==> src/design/tlb_page_translate_fifo_assert.svh <==
// Assertion helpers, clocked on clk_i with reset rst_ni of the including module.
`ifndef TLB_PAGE_TRANSLATE_FIFO_ASSERT_SVH
`define TLB_PAGE_TRANSLATE_FIFO_ASSERT_SVH

// Same-cycle implication.
`define TPF_ASSERT_NOW(label, ante, cons, msg) \
  label: assert property (@(posedge clk_i) disable iff (!rst_ni) (ante) |-> (cons)) \
    else $error(msg);

// Next-cycle implication.
`define TPF_ASSERT_NEXT(label, ante, cons, msg) \
  label: assert property (@(posedge clk_i) disable iff (!rst_ni) (ante) |=> (cons)) \
    else $error(msg);

`endif

==> src/design/tlbpt_pkg.sv <==
package tlbpt_pkg;

  localparam int PageW      = 8;
  localparam int OffsetW    = 8;
  localparam int FrameW     = 8;
  localparam int VaddrW     = PageW + OffsetW;
  localparam int PaddrW     = FrameW + OffsetW;
  localparam int PageCount  = 1 << PageW;
  localparam int FrameSlots = 1 << FrameW;
  localparam int TlbEntries = 16;
  localparam int TlbIdxW    = $clog2(TlbEntries);
  localparam int FcW        = 9;
  localparam int FcReset    = 100;
  localparam int CountW     = 32;
  localparam int StatusW    = 2;
  localparam int StepW      = $clog2(FcW);

  typedef logic [PageW-1:0]   page_t;
  typedef logic [OffsetW-1:0] offset_t;
  typedef logic [FrameW-1:0]  frame_t;
  typedef logic [FcW-1:0]     fc_t;
  typedef logic [StatusW-1:0] status_t;
  typedef logic [CountW-1:0]  count_t;

  localparam status_t StatusTlbHit   = 2'd0;
  localparam status_t StatusTableHit = 2'd1;
  localparam status_t StatusFault    = 2'd2;

  typedef struct packed {
    logic start;
    fc_t  dividend;
    fc_t  divisor;
  } rem_req_t;

  typedef struct packed {
    logic busy;
    logic done;
    fc_t  remainder;
  } rem_rsp_t;

endpackage

==> src/design/tlbpt_rem.sv <==
module tlbpt_rem (
  input  logic                clk_i,
  input  logic                rst_ni,
  input  tlbpt_pkg::rem_req_t req_i,
  output tlbpt_pkg::rem_rsp_t rsp_o
);
  import tlbpt_pkg::*;

  localparam logic [StepW-1:0] FirstStep = StepW'(FcW - 1);

  logic             busy_q, busy_d;
  logic             done_q, done_d;
  logic [StepW-1:0] step_q, step_d;
  fc_t              num_q, num_d;
  fc_t              den_q, den_d;
  fc_t              rem_q, rem_d;
  logic [FcW:0]     trial;

  assign trial = {rem_q, num_q[FcW-1]};

  always_comb begin
    busy_d = busy_q;
    done_d = 1'b0;
    step_d = step_q;
    num_d  = num_q;
    den_d  = den_q;
    rem_d  = rem_q;
    if (req_i.start) begin
      busy_d = 1'b1;
      step_d = FirstStep;
      num_d  = req_i.dividend;
      den_d  = req_i.divisor;
      rem_d  = '0;
    end else if (busy_q) begin
      num_d = {num_q[FcW-2:0], 1'b0};
      if (trial >= {1'b0, den_q}) begin
        rem_d = FcW'(trial - {1'b0, den_q});
      end else begin
        rem_d = trial[FcW-1:0];
      end
      if (step_q == '0) begin
        busy_d = 1'b0;
        done_d = 1'b1;
      end else begin
        step_d = step_q - 1'b1;
      end
    end
  end

  always_ff @(posedge clk_i or negedge rst_ni) begin
    if (!rst_ni) begin
      busy_q <= 1'b0;
      done_q <= 1'b0;
      step_q <= '0;
    end else begin
      busy_q <= busy_d;
      done_q <= done_d;
      step_q <= step_d;
    end
  end

  always_ff @(posedge clk_i) begin
    num_q <= num_d;
    den_q <= den_d;
    rem_q <= rem_d;
  end

  assign rsp_o.busy      = busy_q;
  assign rsp_o.done      = done_q;
  assign rsp_o.remainder = rem_q;

endmodule

==> config.mk <==
export PLATFORM = sky130hd
export DESIGN_NAME = tlbpt_rem
export DESIGN_NICKNAME = d
export VERILOG_FILES = /design/src/design/tlb_page_translate_fifo_assert.svh /design/src/design/tlbpt_pkg.sv /design/src/design/tlbpt_rem.sv
export SDC_FILE = /design/constraint.sdc
export NUM_CORES = 1
export LEC_CHECK = 0
export ABC_AREA = 1
export CAP_MARGIN = 20
export CORE_AREA = 2 2 63 53
export CTS_BUF_LIST = sky130_fd_sc_hd__clkbuf_4 sky130_fd_sc_hd__clkbuf_8
export DETAILED_ROUTE_END_ITERATION = 8
export DIE_AREA = 0 0 65 55
export DONT_BUFFER_PORTS = 1
export PLACE_DENSITY = 0.8
export RECOVER_POWER = 100
export SETUP_SLACK_MARGIN = 0.4
export SKIP_CTS_REPAIR_TIMING = 1
export SLEW_MARGIN = 20
export SYNTH_ARGS = -nofsm -noshare
export SYNTH_HDL_FRONTEND = slang
export SYNTH_SLANG_ARGS = --single-unit
==> constraint.sdc <==
create_clock -name clk_i -period 2.59 [get_ports clk_i]
set_input_delay 0.777 -clock clk_i [delete_from_list [all_inputs] [get_ports clk_i]]
set_output_delay 0.777 -clock clk_i [all_outputs]
set_load 0.1 [all_outputs]
* After elaboration in Yosys (flattened, before gate mapping)
Index checks and enable logic that the tools add are counted.
Word-level totals: memories kept 0, register bits 33, input port bits 21, memory bits (read-only) 0, bits in writable memories 0, latch bits 0, output and inout bits 11, logic and storage cells 25
Operators by class: bitwise gates (word level) 0, equality and inequality tests 1, shifts and indexed selects 0, add/sub/neg operators 2, reduce and logical (&&, ||, !) cells 3, div/mod/pow operators 0, multipliers 0, order comparisons 1, multiplexer cells 12
Operators with widths (count):
- 9-bit two-way mux | 3
- 4-bit two-way mux | 3
- 10-bit by 9-bit >= comparator with 1-bit output | 1
- 9-bit subtractor | 1
- 1-bit two-way mux | 6
- 4-bit zero test | 1
- 4-bit by 1-bit subtractor with 4-bit output (second input constant) | 1
- 2-bit != test (second input constant) | 1
- 2-bit AND reduction | 1
- 2-bit nonzero test | 1

* Depth between registers and ports, before layout
Gate-level depths: netlist (run 1).
depth in word-level cells 4, depth in mapped cells 13, depth with buffers taken out 13

* Worst setup path before layout (run 1)
No wires, ideal clock.
path type register to register, from register rem_q[6], to register rem_q[0], path buffers 1, data required time 2.459 ns, cell stages (with the launch flop) 11, setup time 0.131 ns, clock period less this slack 2.246 ns, arrival time 2.116 ns, setup slack 0.344 ns, path through dfxtp_1 > ha_1 > nand2_1 > nand2_1 > nand2_1 > nand2_1 > nor2_1 > buf_6 > nand3_1 > nand3_1 > o21ai_0
Between the ends: longest elaborated chain between the ends 2
Ends and longest elaborated chain:
- start, declared | line tlbpt_rem.sv:16 | fc_t rem_q, rem_d;
- start signal, assigned | line tlbpt_rem.sv:65 | rem_q <= rem_d;
- 10-bit by 9-bit >= comparator with 1-bit output | line tlbpt_rem.sv:36 | if (trial >= {1'b0, den_q}) begin
- 9-bit two-way mux | line tlbpt_rem.sv:36
No other way between the ends. A chain may end at the register's enable or synchronous reset.

* Worst setup path in the final report (run 1)
from register done_q, to output port rsp_o[9] (netlist bit)
RTL lines:
- start, declared | line tlbpt_rem.sv:12 | logic done_q, done_d;
- start signal, assigned | line tlbpt_rem.sv:57 | done_q <= done_d;
- end, declared | line tlbpt_rem.sv:5 | output tlbpt_pkg::rem_rsp_t rsp_o
No word-level cell between the ends.

==> results.json, run 1 <==
{
  "outcome": "finished clean",
  "setup_viol": 0,
  "grt_max_degree": 24,
  "slew_headroom": 0.231,
  "num_antenna_cells": 0,
  "cts_sinks": 33,
  "cap_violations": 0,
  "clk_path_buf_depth": 2,
  "dp_slack_ns": 0.456,
  "fin_nets": 277,
  "critical_path_depth": 1,
  "place_congestion": 0.869,
  "rsz0062_at_grt": "false",
  "busiest_layer": "met1",
  "syn_area_mm2": 0.00186,
  "crit_family": "buffers and inverters",
  "post-route-util": 0.682,
  "die_area_mm2": 0.00358,
  "dr.pass1.iters": 4,
  "clk_pin_slew_worst_paths_ns": 0.07,
  "core_area_mm2": 0.00295,
  "drive_above_1_share": 0.118,
  "required_ns": 1.81,
  "wl_per_cell_um": 12.2,
  "tightest_slew_ns": 1.16,
  "slowest_stage": "clkbuf_1",
  "r2r_start": "num_q[8]",
  "crit_type": "flip-flop to primary output",
  "fin_cells": 285,
  "overflow": 0,
  "p_per_area_mw_per_mm2": 1380,
  "grtUsageMet2": 0.299,
  "syn_to_final_growth_pct": 7.92,
  "drtAntennaViolNets": 0,
  "grt_pass1_wl_mm": 5.56,
  "cts-root-buf": "clkbuf_8",
  "numCtsBuffers": 5,
  "netlist-cell-type-count": 25,
  "synthCells": 231,
  "reg2reg_depth": 13,
  "gr-usage-met1": 0.305,
  "dp_hpwl_mm": 2.47,
  "yosys_register_bits": 33,
  "numPortBuffers": 0,
  "grt_usage": 0.214,
  "hold_viol": 0,
  "r2r_end": "rem_q[2]",
  "critPathMaxFanout": 1,
  "drt_wl_total_mm": 3.47,
  "initial_utilization": 0.632,
  "timing.critical_path.buf_inv": 1,
  "arrival_ns": 1.45,
  "die_y_um": 55,
  "grt_pass1_vias": 1267,
  "vdd_drop_max_mv": 0.880,
  "startpoint_type": "flip-flop",
  "drv_slew": 0,
  "die-width_um": 65,
  "hold_path_class": "input pin to async pin",
  "yosys_warnings": 0,
  "ios": 32,
  "crit_chain": "clkbuf_1",
  "synth_nets": 264,
  "final.setup.tns_ns": 0,
  "period_share": 0.861,
  "drc": 0,
  "p_leak_nw": 1.08,
  "seq_area_frac_synth": 0.467,
  "worstSetupEndpointType": "primary output",
  "fmax_mhz": 448,
  "use_met3": 0.0830,
  "fillCellCount": 253,
  "slowest_delay_ns": 0.85,
  "viasPerCell": 5.18,
  "tritoncts": "done",
  "rows": 18,
  "avgSynthCellArea_um2": 8.07,
  "worstSkewPairLatency_ns": 0.28,
  "setup_ws_ns": 0.360,
  "htreeDepth": 2,
  "antenna_found_initial": 0,
  "place_inst": 277,
  "power_mw": 2.78,
  "drt_iter0_markers": 82,
  "vias": 1477,
  "clock_skew_ns": 0.00528,
  "fin_crit_ns": 2.23,
  "r2r_setup_slack_ns": 0.50
}
synth_stat cells, drive strengths merged:
master  instances  area [um2]
nand4           1        6.26
nand2          78         303
nor2           11        53.8
xor2            2        17.5
xnor2           1        8.76
inv            42         158
nand3          26         140
o31ai           1        7.51
nor3            1        5.00
fa              1        20.0
ha             11         138
dfxtp           9         180
buf             4        33.8
edfxtp         18         541
a21oi           6        30.0
dfrtp           6         150
clkbuf          2        7.51
nand3b          4        30.0
o21ai           7        35.0
worst max-delay path by stage:
stage                        start  endpoint
final                       done_q  rsp_o[9]
after detailed placement  num_q[8]  rem_q[3]
after CTS                 num_q[8]  rem_q[2]
after global routing      num_q[8]  rem_q[3]
after floorplan           rem_q[0]  rem_q[2]
after global placement    num_q[8]  rem_q[8]
stage by stage:
step	hold slack, ns	cell area [um2]
after floorplan	0.452	1870
after global placement	0.465	1970
after detailed placement	0.477	1970
after CTS	0.182	2060
after global routing	0.172	2010
final	0.183	2010
per-layer routing:
metal / share of wire / up-vias / wire length, um
met5: 0 / - / 0
met4: 0.0058 / 0 / 20
met3: 0.093 / 4 / 322
met2: 0.40 / 65 / 1400
met1: 0.50 / 650 / 1720
li1: - / 758 / -
power by group:
group          total (mW)  switching, mW  internal [mW]  leakage (nW)
sequential          0.787         0.0663          0.720         0.335
clock               0.383          0.186          0.197        0.0484
combinational        1.61           1.21          0.404         0.692
layout by cell type (no fill, tap or decap):
cell type / n
nand2_1: 76
inv_1: 42
nand3_1: 25
edfxtp_1: 18
ha_1: 11
clkbuf_2: 10
nor2_1: 9
a21oi_1: 6
o21ai_0: 6
dfrtp_1: 6
dfxtp_2: 6
clkbuf_8: 5
nand3b_1: 4
dfxtp_1: 3
nor2_2: 2
xor2_1: 2
clkinv_2: 2
clkbuf_1: 2
nand4_1: 1
nand2_2: 1
nor3_1: 1
nand2_4: 1
xnor2_1: 1
nand3_2: 1
o21ai_1: 1
o31ai_1: 1
fa_1: 1
clkbuf_4: 1
sequential cells by signal, indices dropped and copies added, names as in the netlist:
| signal | flops |
|---|---|
| den_q | 9 |
| num_q | 9 |
| rem_q | 9 |
| step_q | 4 |
| busy_q | 1 |
| done_q | 1 |
cells by family after synthesis:
group,after synthesis,share of synthesized area
DFF,33,0.467
adders and majority gates,12,0.0846
xor gates and xnor gates,3,0.0141
buffers and inverters,48,0.107
and+or+nand+nor,121,0.289
AOI/OAI and AO/OA,14,0.0389
final cells by class:
class,count,area [um2],share of cell area
sequential,33,878,0.437
multi-input combinational,150,782,0.389
inverter,42,158,0.0784
clock buffer,6,76.3,0.0379
timing repair buffer,12,57.6,0.0286
tap,40,50.0,0.0249
clock inverter,2,10.0,0.00498
(Power assumes the default switching activity.)
==> inputs of run 2 (changes only) <==
- ABC_AREA: 1 -> default
- PLACE_DENSITY: 0.8 -> 0.78
==> run 2 against run 1 <==
Sequential share of layout area is 1.4 points lower. Flip-flop and latch count stayed put. Hold slack worse by 0.015 ns. Die area unchanged. Clock skew grew 0.00050 ns. Fmax shrank 9.5%. Highest routed layer unchanged.
==> results.json, run 2 <==
{
  "synth_nets": 193,
  "critPathMaxFanout": 5,
  "final_common_cell": "edfxtp_1",
  "place_congestion": 0.855,
  "wl_per_cell_um": 16.5,
  "clk_pin_slew_worst_paths_ns": 0.07,
  "outcome": "finished clean",
  "cts_sinks": 33,
  "synth_edf_count": 18,
  "htreeDepth": 2,
  "hold-worst-slack_ns": 0.168,
  "ios": 32,
  "startpoint_type": "flip-flop",
  "setup_ws_ns": 0.125,
  "syn_to_final_growth_pct": 16.0,
  "grt_usage": 0.214,
  "antenna_found_initial": 0,
  "vias": 1258,
  "grt_max_degree": 37,
  "hold_viol": 0,
  "drt_iter0_markers": 147,
  "worstSkewPairLatency_ns": 0.30,
  "clock_skew_ns": 0.00578,
  "viasPerCell": 5.72,
  "period_share": 0.952,
  "die_area_mm2": 0.00358,
  "numCtsBuffers": 5,
  "numPortBuffers": 0,
  "busiest_layer": "met2",
  "synth_largest_area_cell": "edfxtp_1",
  "core_area_mm2": 0.00295,
  "dp_hpwl_mm": 2.44,
  "tritoncts": "done",
  "drive_above_1_share": 0.361,
  "yosys_register_bits": 33,
  "synthTopCellsByArea": "edfxtp_1 (30%), dfxtp_1 (9.9%), dfrtp_1 (8.3%)",
  "cts-root-buf": "clkbuf_8",
  "worstSetupEndpointType": "flip-flop",
  "avgSynthCellArea_um2": 11.3,
  "final_cell_mix": "edfxtp_1 (18), nor2_1 (14), inv_1 (13), clkbuf_2 (10), ha_1 (9)",
  "rows": 18,
  "arrival_ns": 2.64,
  "synth_top_area_share": 0.298,
  "synth_commonest_cells": "edfxtp_1 (18), inv_1 (14), nor2_1 (14)",
  "die-width_um": 65,
  "final_area_mm2": 0.00211,
  "vdd_drop_max_mv": 0.677,
  "drt_wl_total_mm": 3.63,
  "synth_flop_cell": "edfxtp_1",
  "power_mw": 2.89,
  "yosys_warnings": 0,
  "drc": 0,
  "grtUsageMet2": 0.366,
  "tightest_slew_ns": 1.16,
  "fin_cells": 220,
  "drtAntennaViolNets": 0,
  "synthArstFlopShare": 0.182,
  "use_met3": 0.113,
  "drv_slew": 0,
  "p_per_area_mw_per_mm2": 1370,
  "fin_nets": 212,
  "post-route-util": 0.714,
  "cap_violations": 0,
  "grt_pass1_vias": 1211,
  "fin_crit_ns": 2.46,
  "synthCells": 160,
  "p_leak_nw": 0.917,
  "final.setup.tns_ns": 0,
  "dp_slack_ns": 0.131,
  "top_regs": "den_q: 9 flops, num_q: 9 flops, rem_q: 9 flops",
  "fmax_mhz": 406,
  "hold_path_class": "input pin to async pin",
  "required_ns": 2.77,
  "place_area_mm2": 0.00196,
  "netlist-cell-type-count": 45,
  "gr-usage-met1": 0.225,
  "dr.pass1.iters": 4,
  "num_antenna_cells": 0,
  "overflow": 0,
  "initial_utilization": 0.615,
  "setup_viol": 0,
  "crit_type": "flip-flop to flip-flop",
  "synth.most_common_cell": "edfxtp_1",
  "grt_pass1_wl_mm": 5.39,
  "syn_area_mm2": 0.00182,
  "rsz0062_at_grt": "true",
  "slew_headroom": 0.230,
  "clk_path_buf_depth": 2,
  "place_inst": 204,
  "seq_area_frac_synth": 0.480,
  "die_y_um": 55
}
run 2: changes by cell type in the layout (fill, tap and decap cells not counted), sizes merged, moves of 5 or more:
| cell | before | now |
|---|---|---|
| a211oi | 0 | 7 |
| buf | 0 | 10 |
| inv | 42 | 14 |
| mux2 | 0 | 8 |
| nand2 | 78 | 6 |
| nand3 | 26 | 1 |
| o21ai | 7 | 2 |
run 2: layer usage:
| metal | share of wire | up-vias |
|---|---|---|
| met2 | 0.50 | 37 |
| met5 | 0 | - |
| met4 | 0.019 | 0 |
| met3 | 0.066 | 7 |
| li1 | - | 611 |
| met1 | 0.42 | 603 |
run 2: power by group:
part	internal [mW]	switching (mW)
Clock	0.185	0.199
Combinational	0.629	1.09
Sequential	0.719	0.0754
run 2: path summary, 6_finish.rpt:
kind                           start         to  slack [ns]  depth (start not counted)
min in group clk_i         step_q[3]  step_q[3]        0.53                          2
hold reg to reg            step_q[3]  step_q[3]        0.53                          2
max in group asynchronous     rst_ni     busy_q        2.36                          0
setup / recovery            num_q[8]   rem_q[1]        0.13                         10
hold / removal                rst_ni  step_q[0]        0.17                          0
setup reg to reg            num_q[8]   rem_q[1]        0.13                         10
run 2: logic make-up (layout without fill, tap and decap cells):
kind of cell | count (synthesis) | in the layout | share of synthesized area
compound gates | 27 | 27 | 0.125
buf+inv | 23 | 43 | 0.0600
simple gates | 44 | 44 | 0.134
mux | 12 | 12 | 0.0717
xor+xnor | 9 | 9 | 0.0434
flops | 33 | 33 | 0.480
fa+ha+maj | 12 | 12 | 0.0868
run 2: area by class of cell:
type	instances	area (um2)
clock buffer	5	68.8
clock inverter	3	17.5
fill	206	845
inverter	14	52.6
multi-input combinational	104	890
sequential	33	891
tap	40	50.0
timing repair buffer	21	136
run 2: critical path: stages, from the launching register on:
cell,delay (ns)
edfxtp_1,0.40
inv_1,0.08
ha_2,0.18
inv_2,0.04
fa_2,0.36
a211oi_4,0.30
o31ai_4,0.11
a211oi_4,0.37
buf_6,0.19
mux2i_2,0.22
a211oi_2,0.09
==> inputs of run 3 (changes only) <==
- clock period: 2.59 -> 3.15 ns (I/O delays scaled with it)
==> run 3 against run 2 <==
Combinational power fell by 33%. Wire length decreased by 14%. Cell count fell by 4.5%. Critical path depth is 8 lower. Fmax is 6.2% lower. Largest power group unchanged. Highest routed layer unchanged.
==> results.json, run 3 (synthesis results as in run 2) <==
{
  "overflow": 0,
  "outcome": "finished clean",
  "arrival_ns": 2.55,
  "final_cell_mix": "edfxtp_1 (18), inv_1 (14), nor2_1 (14), ha_1 (11), clkbuf_1 (10)",
  "hold-worst-slack_ns": 0.351,
  "tritoncts": "done",
  "cts_sinks": 33,
  "period_share": 0.834,
  "required_ns": 3.07,
  "grt_pass1_vias": 1165,
  "dp_hpwl_mm": 2.27,
  "internal-power_mw": 1.13,
  "initial_utilization": 0.615,
  "syn_to_final_growth_pct": 7.24,
  "switchingPower_mw": 1.00,
  "top_regs": "den_q: 9 flops, num_q: 9 flops, rem_q: 9 flops",
  "core_area_mm2": 0.00295,
  "clkPwrFrac": 0.147,
  "drv_slew": 0,
  "drc": 0,
  "fmax_mhz": 381,
  "place_congestion": 0.833,
  "num_antenna_cells": 0,
  "viasPerCell": 5.61,
  "final_common_cell": "edfxtp_1",
  "startpoint_type": "flip-flop",
  "antenna_found_initial": 0,
  "critPathMaxFanout": 23,
  "tightest_slew_ns": 1.28,
  "drtAntennaViolNets": 0,
  "p_seq_frac": 0.314,
  "vdd_drop_max_mv": 0.504,
  "die-width_um": 65,
  "fin_crit_ns": 2.63,
  "grt_max_degree": 37,
  "fillCellCount": 231,
  "wl_per_cell_um": 14.9,
  "clk_pin_slew_worst_paths_ns": 0.06,
  "drt_wl_total_mm": 3.12,
  "drive_above_1_share": 0.165,
  "ios": 32,
  "post-route-util": 0.660,
  "rows": 18,
  "dr.pass1.iters": 4,
  "slew_headroom": 0.145,
  "clk_path_buf_depth": 2,
  "numPortBuffers": 0,
  "numCtsBuffers": 5,
  "worstSetupEndpointType": "flip-flop",
  "cap_violations": 0,
  "swShare": 0.471,
  "setup_viol": 0,
  "drt_iter0_markers": 63,
  "cts-root-buf": "clkbuf_8",
  "crit_type": "flip-flop to flip-flop",
  "p_per_area_mw_per_mm2": 1100,
  "htreeDepth": 2,
  "fin_nets": 202,
  "clock_skew_ns": 0.00791,
  "hold_viol": 0,
  "worstSkewPairLatency_ns": 0.29,
  "die_area_mm2": 0.00358,
  "vias": 1178,
  "grt_pass1_wl_mm": 5.22,
  "final.setup.tns_ns": 0,
  "combPwrFrac": 0.539,
  "rsz0062_at_grt": "false",
  "grt_usage": 0.204,
  "die_y_um": 55,
  "hold_path_class": "input pin to async pin",
  "p_leak_nw": 0.842
}
==> run 3: metrics by stage <==
stage / power, mW / cell area, um2 / setup WS, ns / std cells
floorplan: 1.68 / 1820 / 0.435 / 160
global route: 2.28 / 1950 / 0.367 / 210
finish: 2.13 / 1950 / 0.523 / 210
global placement: 1.81 / 1890 / 0.626 / 201
CTS: 2.17 / 1970 / 0.472 / 209
detailed placement: 1.84 / 1890 / 0.490 / 201
==> run 3: area by class of cell <==
class | count | area (um2) | share of cell area
repair buffers | 11 | 57.6 | 0.0296
multi-input cells | 104 | 826 | 0.424
flip-flops and latches | 33 | 872 | 0.448
clock buffers | 7 | 83.8 | 0.0431
inverters | 14 | 52.6 | 0.0270
well taps | 40 | 50.0 | 0.0257
clock inverters | 1 | 5.00 | 0.00257
==> run 3: worst paths after layout <==
check	startpoint	cells after the start	slack, ns	end
setup / recovery	busy_q	2	0.52	num_q[7]
hold / removal	rst_ni	0	0.35	done_q
setup reg to reg	busy_q	2	0.52	num_q[7]
hold reg to reg	step_q[3]	2	0.53	step_q[3]
max in group asynchronous	rst_ni	0	2.73	step_q[3]
min in group clk_i	step_q[3]	2	0.53	step_q[3]
==> run 3: routing by layer <==
| metal | GRT usage | wire (um) |
|---|---|---|
| met5 | 0 | 0 |
| met4 | 0.117 | 78 |
| met3 | 0.0688 | 176 |
| met2 | 0.320 | 1390 |
| met1 | 0.252 | 1470 |
==> run 3: power by group through the flow <==
stage	clock network (mW)	registers, mW	logic, mW
global placement	0	0.674	1.13
detailed placement	0	0.681	1.16
CTS	0.326	0.672	1.17
finish	0.313	0.670	1.15
global route	0.340	0.683	1.26
floorplan	0	0.992	0.684
==> run 3: worst max-delay path, stage by stage (launching register included) <==
cell and delay (ns):
dfrtp_1 0.92, clkbuf_1 0.74, or2_0 0.59
